--- src/vtp_pkg.sv ---
// ============================================================================
// vtp_pkg
// Shared types, constants and arithmetic helpers for the vertex transform.
// ============================================================================
package vtp_pkg;

    localparam int FRAC_BITS = 16;
    localparam int Q_W       = 32;
    localparam int VP_W      = 13;
    localparam int DIV_STEPS = Q_W;
    localparam int PM_W      = 2 * Q_W - FRAC_BITS;

    typedef logic signed [Q_W-1:0] t_q;
    typedef t_q [3:0] t_vec4;

    localparam t_q Q_MAX = 32'sh7FFF_FFFF;
    localparam t_q Q_MIN = 32'sh8000_0000;

    localparam logic FUNC_LOAD   = 1'b0;
    localparam logic FUNC_VERTEX = 1'b1;

    typedef enum logic [2:0] {
        CFG_WORLD_X   = 3'd0,
        CFG_WORLD_Y   = 3'd1,
        CFG_WORLD_Z   = 3'd2,
        CFG_VDIST_H   = 3'd3,
        CFG_VDIST_V   = 3'd4,
        CFG_VP_WIDTH  = 3'd5,
        CFG_VP_HEIGHT = 3'd6
    } t_cfg_idx;

    // one lane of the restoring divider
    typedef struct packed {
        logic [Q_W-1:0] rem;
        logic [Q_W-1:0] nlo;
        logic [Q_W-1:0] quo;
        logic [Q_W-1:0] den;
    } t_dlane;

    // data riding alongside the divider
    typedef struct packed {
        t_q   depth;
        t_q   hom_w;
        logic zero;
        logic neg_x;
        logic ovf_x;
        logic nz_x;
        logic neg_y;
        logic ovf_y;
        logic nz_y;
    } t_side;

    function automatic t_q sat32(input logic signed [63:0] x);
        t_q r;
        if (x > 64'(Q_MAX)) begin
            r = Q_MAX;
        end else if (x < 64'(Q_MIN)) begin
            r = Q_MIN;
        end else begin
            r = x[Q_W-1:0];
        end
        return r;
    endfunction

    function automatic t_dlane div_step(input t_dlane a);
        t_dlane     r;
        logic [Q_W:0] t;
        logic       qb;
        t  = {a.rem, a.nlo[Q_W-1]};
        qb = (t >= {1'b0, a.den});
        r  = a;
        if (qb) begin
            r.rem = Q_W'(t - {1'b0, a.den});
        end else begin
            r.rem = t[Q_W-1:0];
        end
        r.nlo = {a.nlo[Q_W-2:0], 1'b0};
        r.quo = {a.quo[Q_W-2:0], qb};
        return r;
    endfunction

    // signed quotient with saturation and the zero-depth rule
    function automatic t_q quo_fix(input logic [Q_W-1:0] q, input logic neg,
                                   input logic ovf, input logic nz, input logic zero);
        t_q r;
        if (zero) begin
            r = nz ? (neg ? Q_MIN : Q_MAX) : '0;
        end else if (ovf) begin
            r = neg ? Q_MIN : Q_MAX;
        end else if (neg) begin
            r = (q > {1'b1, {(Q_W-1){1'b0}}}) ? Q_MIN : t_q'(~q + 1'b1);
        end else begin
            r = q[Q_W-1] ? Q_MAX : t_q'(q);
        end
        return r;
    endfunction

endpackage

--- src/vtp_view.sv ---
// ============================================================================
// vtp_view
// Viewport mapping of projected x and y to screen coordinates.
// ============================================================================
module vtp_view (
    input  logic                        i_clk,
    input  logic                        i_rst_n,
    input  logic                        i_en,
    input  logic                        i_valid,
    input  vtp_pkg::t_q                 i_px,
    input  vtp_pkg::t_q                 i_py,
    input  vtp_pkg::t_q                 i_depth,
    input  vtp_pkg::t_q                 i_hom_w,
    input  logic                        i_zero,
    input  logic [vtp_pkg::VP_W-1:0]    i_vp_w,
    input  logic [vtp_pkg::VP_W-1:0]    i_vp_h,
    output logic                        o_valid,
    output vtp_pkg::t_q                 o_sx,
    output vtp_pkg::t_q                 o_sy,
    output vtp_pkg::t_q                 o_depth,
    output vtp_pkg::t_q                 o_hom_w,
    output logic                        o_zero
);

    localparam int HW_W = vtp_pkg::VP_W + 1;
    localparam int PR_W = HW_W + vtp_pkg::Q_W;
    localparam int SM_W = PR_W + 2;

    logic signed [HW_W-1:0]  hw;
    logic signed [HW_W-1:0]  hh;
    logic signed [PR_W-1:0]  n_prx;
    logic signed [PR_W-1:0]  n_pry;

    logic                    r_valid;
    logic signed [HW_W-1:0]  r_hw;
    logic signed [HW_W-1:0]  r_hh;
    logic signed [PR_W-1:0]  r_prx;
    logic signed [PR_W-1:0]  r_pry;
    vtp_pkg::t_q             r_depth;
    vtp_pkg::t_q             r_hom_w;
    logic                    r_zero;

    logic signed [SM_W-1:0]  sum_x;
    logic signed [SM_W-1:0]  sum_y;

    // half extents: (size - 1), halving folded into the shifts below
    assign hw    = $signed({1'b0, i_vp_w}) - HW_W'(1);
    assign hh    = $signed({1'b0, i_vp_h}) - HW_W'(1);
    assign n_prx = hw * i_px;
    assign n_pry = hh * i_py;

    always_ff @(posedge i_clk) begin
        if (!i_rst_n) begin
            r_valid <= 1'b0;
        end else if (i_en) begin
            r_valid <= i_valid;
        end
    end

    always_ff @(posedge i_clk) begin
        if (i_en) begin
            r_hw    <= hw;
            r_hh    <= hh;
            r_prx   <= n_prx;
            r_pry   <= n_pry;
            r_depth <= i_depth;
            r_hom_w <= i_hom_w;
            r_zero  <= i_zero;
        end
    end

    assign sum_x = (SM_W'(r_hw) <<< (vtp_pkg::FRAC_BITS - 1)) + (SM_W'(r_prx) >>> 1);
    assign sum_y = (SM_W'(r_hh) <<< (vtp_pkg::FRAC_BITS - 1)) - (SM_W'(r_pry) >>> 1);

    assign o_valid = r_valid;
    assign o_sx    = vtp_pkg::sat32(64'(sum_x));
    assign o_sy    = vtp_pkg::sat32(64'(sum_y));
    assign o_depth = r_depth;
    assign o_hom_w = r_hom_w;
    assign o_zero  = r_zero;

endmodule

--- config.mk ---
export PLATFORM = sky130hd
export DESIGN_NAME = vtp_view
export DESIGN_NICKNAME = d
export VERILOG_FILES = /design/src/vtp_pkg.sv /design/src/vtp_view.sv
export SDC_FILE = /design/constraint.sdc
export NUM_CORES = 2
export LEC_CHECK = 0
export ABC_AREA = 1
export BUFFER_PORTS_ARGS = -buffer_cell sky130_fd_sc_hd__buf_2
export CELL_PAD_IN_SITES_DETAIL_PLACEMENT = 1
export CELL_PAD_IN_SITES_GLOBAL_PLACEMENT = 2
export CORE_MARGIN = 8
export CORE_UTILIZATION = 41
export DETAILED_ROUTE_END_ITERATION = 10
export MAX_ROUTING_LAYER = met4
export PLACE_DENSITY = 0.95
export REMOVE_ABC_BUFFERS = 1
export SLEW_MARGIN = 5
export SYNTH_ARGS = -nofsm -noshare
export SYNTH_HDL_FRONTEND = slang
export SYNTH_SLANG_ARGS = --single-unit
--- constraint.sdc ---
create_clock -name i_clk -period 16.65 [get_ports i_clk]
set_input_delay 4.1625 -clock i_clk [delete_from_list [all_inputs] [get_ports i_clk]]
set_output_delay 4.1625 -clock i_clk [all_outputs]
set_load 0.02 [all_outputs]
After elaboration in Yosys (flattened, before gate mapping). Index checks and enable logic that the tools add are counted.

Input port bits: 159. Flip-flop bits (word level): 186.

Magnitude comparators: 4. Multiplexer cells: 4. Add/sub/neg operators: 4. $mul: 2.

Operators with widths (number): two-way mux 32 bit (4); > comparator 46 x 32 -> 1 bit (second input constant) (2); < comparator 46 x 32 -> 1 bit (second input constant) (2); multiplier 14 x 32 -> 46 bit (2); adder 29 x 45 -> 46 bit (1); subtractor 29 x 45 -> 46 bit (1); subtractor 13 x 1 -> 14 bit (second input constant) (2).

Longest topological paths before layout.
Depth in word-level cells: 4. Mapped depth: 35. Gate-level depth less buffers: 35.

Least setup slack after synthesis. No wires, ideal clock.

Kind: input-to-reg. Start point: input port i_vp_w[2] (netlist name). End point: register r_prx[35], data pin. Stages: 29. Arrival time: 9.976 ns. Path buffers: 1. Library setup time: 0.258 ns. Setup slack: 6.416 ns. Cells stage by stage: nor2_1 -> inv_1 -> nor3_2 -> nand2_1 -> nor3_2 -> nand2_1 -> nor2_1 -> inv_1 -> nor3_4 -> inv_2 -> buf_2 -> fa_1 -> inv_1 -> fa_1 -> fa_1 -> fa_1 -> fa_1 -> inv_1 -> fa_1 -> inv_1 -> ha_1 -> nand2_1 -> o21ai_0 -> a21oi_1 -> o21ai_0 -> a21oi_1 -> o21bai_1 -> a21oi_1 -> xnor2_1.

Longest elaborated chain between the ends: 2.

Ends and longest elaborated chain: start: declaration (RTL line vtp_view.sv:15) `input logic [vtp_pkg::VP_W-1:0] i_vp_w,`; subtractor 13 x 1 -> 14 bit (RTL line vtp_view.sv:47) `assign hw = $signed({1'b0, i_vp_w}) - HW_W'(1);`; net hw[13] (RTL line vtp_view.sv:29) `logic signed [HW_W-1:0] hw;`; multiplier 14 x 32 -> 46 bit (RTL line vtp_view.sv:49) `assign n_prx = hw * i_px;`; net n_prx[35] (RTL line vtp_view.sv:31) `logic signed [PR_W-1:0] n_prx;`; end signal: assignment (RTL line vtp_view.sv:64) `r_prx <= n_prx;`; end: declaration (RTL line vtp_view.sv:37) `logic signed [PR_W-1:0] r_prx;`.

The timed path passes the listed nets, and every way through them passes these cells. A chain may end at the register's enable or synchronous reset.

Worst setup path in the final report.
Start point: input port i_vp_w[0] (netlist name). End point: register r_prx[35], data pin.

The elaborated chain is that of the path after synthesis.

==> flow_summary.json <==
{
  "run_status": "complete, no violations",
  "floorplan.initialDensity_pct": 41.3,
  "end_kind": "flip-flop",
  "htree_num_levels": 4,
  "postRouteAntennaNets": 0,
  "unrepaired_setup_endpoints_after_global_routing": "no",
  "worstMarginPinSlew_ns": 1.15,
  "synth-seq-cells": 184,
  "maxSlewHeadroom_pct": 22.9,
  "core_area_sq_um": 104000,
  "first_global_vias": 40900,
  "crit_path_start": "i_vp_w[0]",
  "timing.rr.start": "o_valid$_SDFFE_PN0P_",
  "worst_setup_path_start_kind": "input pin",
  "die_y_um": 339,
  "hp-class": "flip-flop to flip-flop",
  "netlist-cell-type-count": 47,
  "syn_area_sq_um": 42800,
  "critical_path.max_fanout": 32,
  "drive_above_1_share_pct": 7.07,
  "cts_resized": 0,
  "ys_seq_area_share_pct": 12.9,
  "route.detailed.wl_per_inst_um": 21.3,
  "cp_slowest_stage_delay_ns": 1.04,
  "drt_pass1_iterations": 5,
  "die-width_um": 339,
  "cts_tree": "built",
  "placementRows": 118,
  "postCtsHoldBufs": 0,
  "worst-endpoint-required_ns": 16.89,
  "clock_sink_count": 184,
  "placed_area_sq_um": 45600,
  "first_iter_violations": 2283,
  "async_flop_share_pct": 0,
  "synth.avg_cell_area_sq_um": 7.92,
  "layout_worst_path_cycle_share_pct": 74.0,
  "drc_errors": 0,
  "pin_count": 289,
  "synth-warning-count": 0,
  "place_congestion": 0.917,
  "final_design_area_no_fill_sq_um": 46100,
  "critPathSlowestCell": "sky130_fd_sc_hd__clkinv_1",
  "max_freq_mhz": 81.2,
  "vias": 36200,
  "cts_buffers": 17,
  "number_of_antenna_violations_at_the_first_check_in_global_routing": 5,
  "drv_cap": 0,
  "area_of_the_die_sq_um": 115000,
  "global_route_wire_length_before_repair_mm": 234,
  "postCtsSetupRepairBufs": 0,
  "clk_latency_ns": 0.49,
  "finalSetupViolations": 0,
  "slew_violations": 0,
  "clockBufferDepth": 2,
  "grt_util_all_layers_pct": 26.6,
  "dp.final_hpwl_mm": 127,
  "setup_total_negative_slack_ns": 0,
  "io_buffers": 288,
  "layout-area-overhead-vs-synth_pct": 7.64,
  "timing.clock.skew_ns": 0,
  "crit_arrival_ns": 12.56,
  "ys.flop_type": "sky130_fd_sc_hd__edfxtp_1",
  "timing.final.crit_period_ns": 12.32,
  "worst-setup-path-type": "input pin to flip-flop",
  "hold_violations": 0,
  "postSynthCellCount": 5407,
  "design.final.nets": 6842,
  "grt-ovfl-total": 0,
  "wirelength_mm": 149,
  "grt_start_max_net_pins": 81,
  "clk_transition_reported_paths_ns": 0.07,
  "number_of_flops_mapped_to_enable_cells_by_yosys": 183,
  "min_from": "o_valid$_SDFFE_PN0P_",
  "vias_per_cell": 5.18,
  "ctsRootBufferMaster": "sky130_fd_sc_hd__clkbuf_16"
}
==> metal layers <==
metal | track usage (%) | vias to the layer above | share of wire [%]
li1 | - | 16382 | -
met1 | 35.0 | 18239 | 44
met2 | 41.7 | 1322 | 45
met3 | 5.70 | 257 | 8.0
met4 | 7.48 | 0 | 2.9
met5 | - | - | 0
==> cell families after synthesis <==
| group | count (synthesis) | synth area share [%] |
|---|---|---|
| simple gates | 2222 | 20.7 |
| buf+inv | 1418 | 12.7 |
| fa+ha+maj | 1092 | 46.3 |
| compound gates | 344 | 4.49 |
| flops | 184 | 12.9 |
| xor+xnor | 147 | 3.02 |
==> cell type report <==
class	count	area [sq um]
fillers	12879	57500
repair buffers	313	1640
flip-flops and latches	184	5520
clock buffers	19	433
well taps	1380	1730
clock inverters	12	123
diodes	4	10.0
multi-input cells	3805	31900
inverters	1270	4770
==> critical path: cells and delay by family <==
kind                       cells  cell delay (ns)
AOI/OAI and AO/OA              7             1.61
adders and majority gates      8             3.47
buffers and inverters          8             2.24
and+or+nand+nor                5             0.93
xor gates and xnor gates       1             0.09
==> worst paths after layout <==
| kind | end | slack, ns | depth (start not counted) |
|---|---|---|---|
| worst min-delay path | o_valid$_SDFFE_PN0P_ | 0.55 | 2 |
| worst max register to register | o_valid$_SDFFE_PN0P_ | 15.97 | 2 |
| worst min register to register | o_valid$_SDFFE_PN0P_ | 0.55 | 2 |
| worst max-delay path | r_prx[35]$_DFFE_PP_ | 4.33 | 29 |
==> state kept, by name, indices dropped and copies added, names as in the netlist <==
register / cells
o_valid: 1
o_depth: 32
o_hom_w: 32
r_hw: 14
r_pry: 45
o_zero: 1
r_hh: 14
r_prx: 45
==> through the flow <==
step,setup WS (ns),std cells,util (%),hold WS (ns)
2_1_floorplan,6.29,5259,-,0.606
3_3_place_gp,4.12,6952,44.0,0.522
3_5_place_dp,3.91,6952,44.0,0.546
4_1_cts,4.46,6983,44.5,0.558
5_1_grt,3.91,6987,44.5,0.654
6_report,4.33,6987,44.5,0.554
==> synth_stat cells (3+ instances only) <==
library cell                count  area share, %
sky130_fd_sc_hd__xor2_1        94            1.9
sky130_fd_sc_hd__buf_2          5          0.058
sky130_fd_sc_hd__a21o_1        17           0.30
sky130_fd_sc_hd__nand2_1     1337             12
sky130_fd_sc_hd__and3_1         4          0.058
sky130_fd_sc_hd__a21boi_0       3          0.053
sky130_fd_sc_hd__or2_2         13           0.19
sky130_fd_sc_hd__inv_2          7          0.061
sky130_fd_sc_hd__ha_1         269            7.9
sky130_fd_sc_hd__buf_6         11           0.29
sky130_fd_sc_hd__nand3_1      126            1.5
sky130_fd_sc_hd__o211ai_1       4          0.070
sky130_fd_sc_hd__nand4_1       41           0.60
sky130_fd_sc_hd__a21oi_1      165            1.9
sky130_fd_sc_hd__clkbuf_1     127            1.1
sky130_fd_sc_hd__o21a_1         8           0.14
sky130_fd_sc_hd__fa_1         823             38
sky130_fd_sc_hd__nor3_2         5           0.12
sky130_fd_sc_hd__nor3_1        24           0.28
sky130_fd_sc_hd__inv_1       1255             11
sky130_fd_sc_hd__nand2_2        8           0.12
sky130_fd_sc_hd__buf_4          3          0.053
sky130_fd_sc_hd__nand3b_1       4          0.070
sky130_fd_sc_hd__xnor2_1       52            1.1
sky130_fd_sc_hd__o221ai_1       3          0.061
sky130_fd_sc_hd__nand3_2        3          0.070
sky130_fd_sc_hd__o21bai_1      15           0.26
sky130_fd_sc_hd__o21ai_0       91            1.1
sky130_fd_sc_hd__nor2_1       635            5.6
sky130_fd_sc_hd__nor2_2        11           0.16
sky130_fd_sc_hd__clkinv_1       8          0.070
sky130_fd_sc_hd__o2111ai_1      3          0.061
sky130_fd_sc_hd__a31oi_1       26           0.38
sky130_fd_sc_hd__nor4_1         6          0.088
sky130_fd_sc_hd__edfxtp_1     183             13
sky130_fd_sc_hd__a221oi_1       4          0.082
==> cell usage in the layout (no fill, tap or decap), drive strengths merged, types with 16 or more instances in the layout <==
cell type	count
nand3	129
inv	1263
fa	823
nand4	41
xnor2	53
xor2	94
clkbuf	20
o21ai	93
nor3	30
clkinv	16
a21oi	165
ha	269
a21o	17
nand2	1345
buf	312
edfxtp	183
a31oi	26
nor2	648
Power is left out: the tool's default activity adds up to more than one toggle a clock period on the data nets, which glitch-free logic cannot reach.
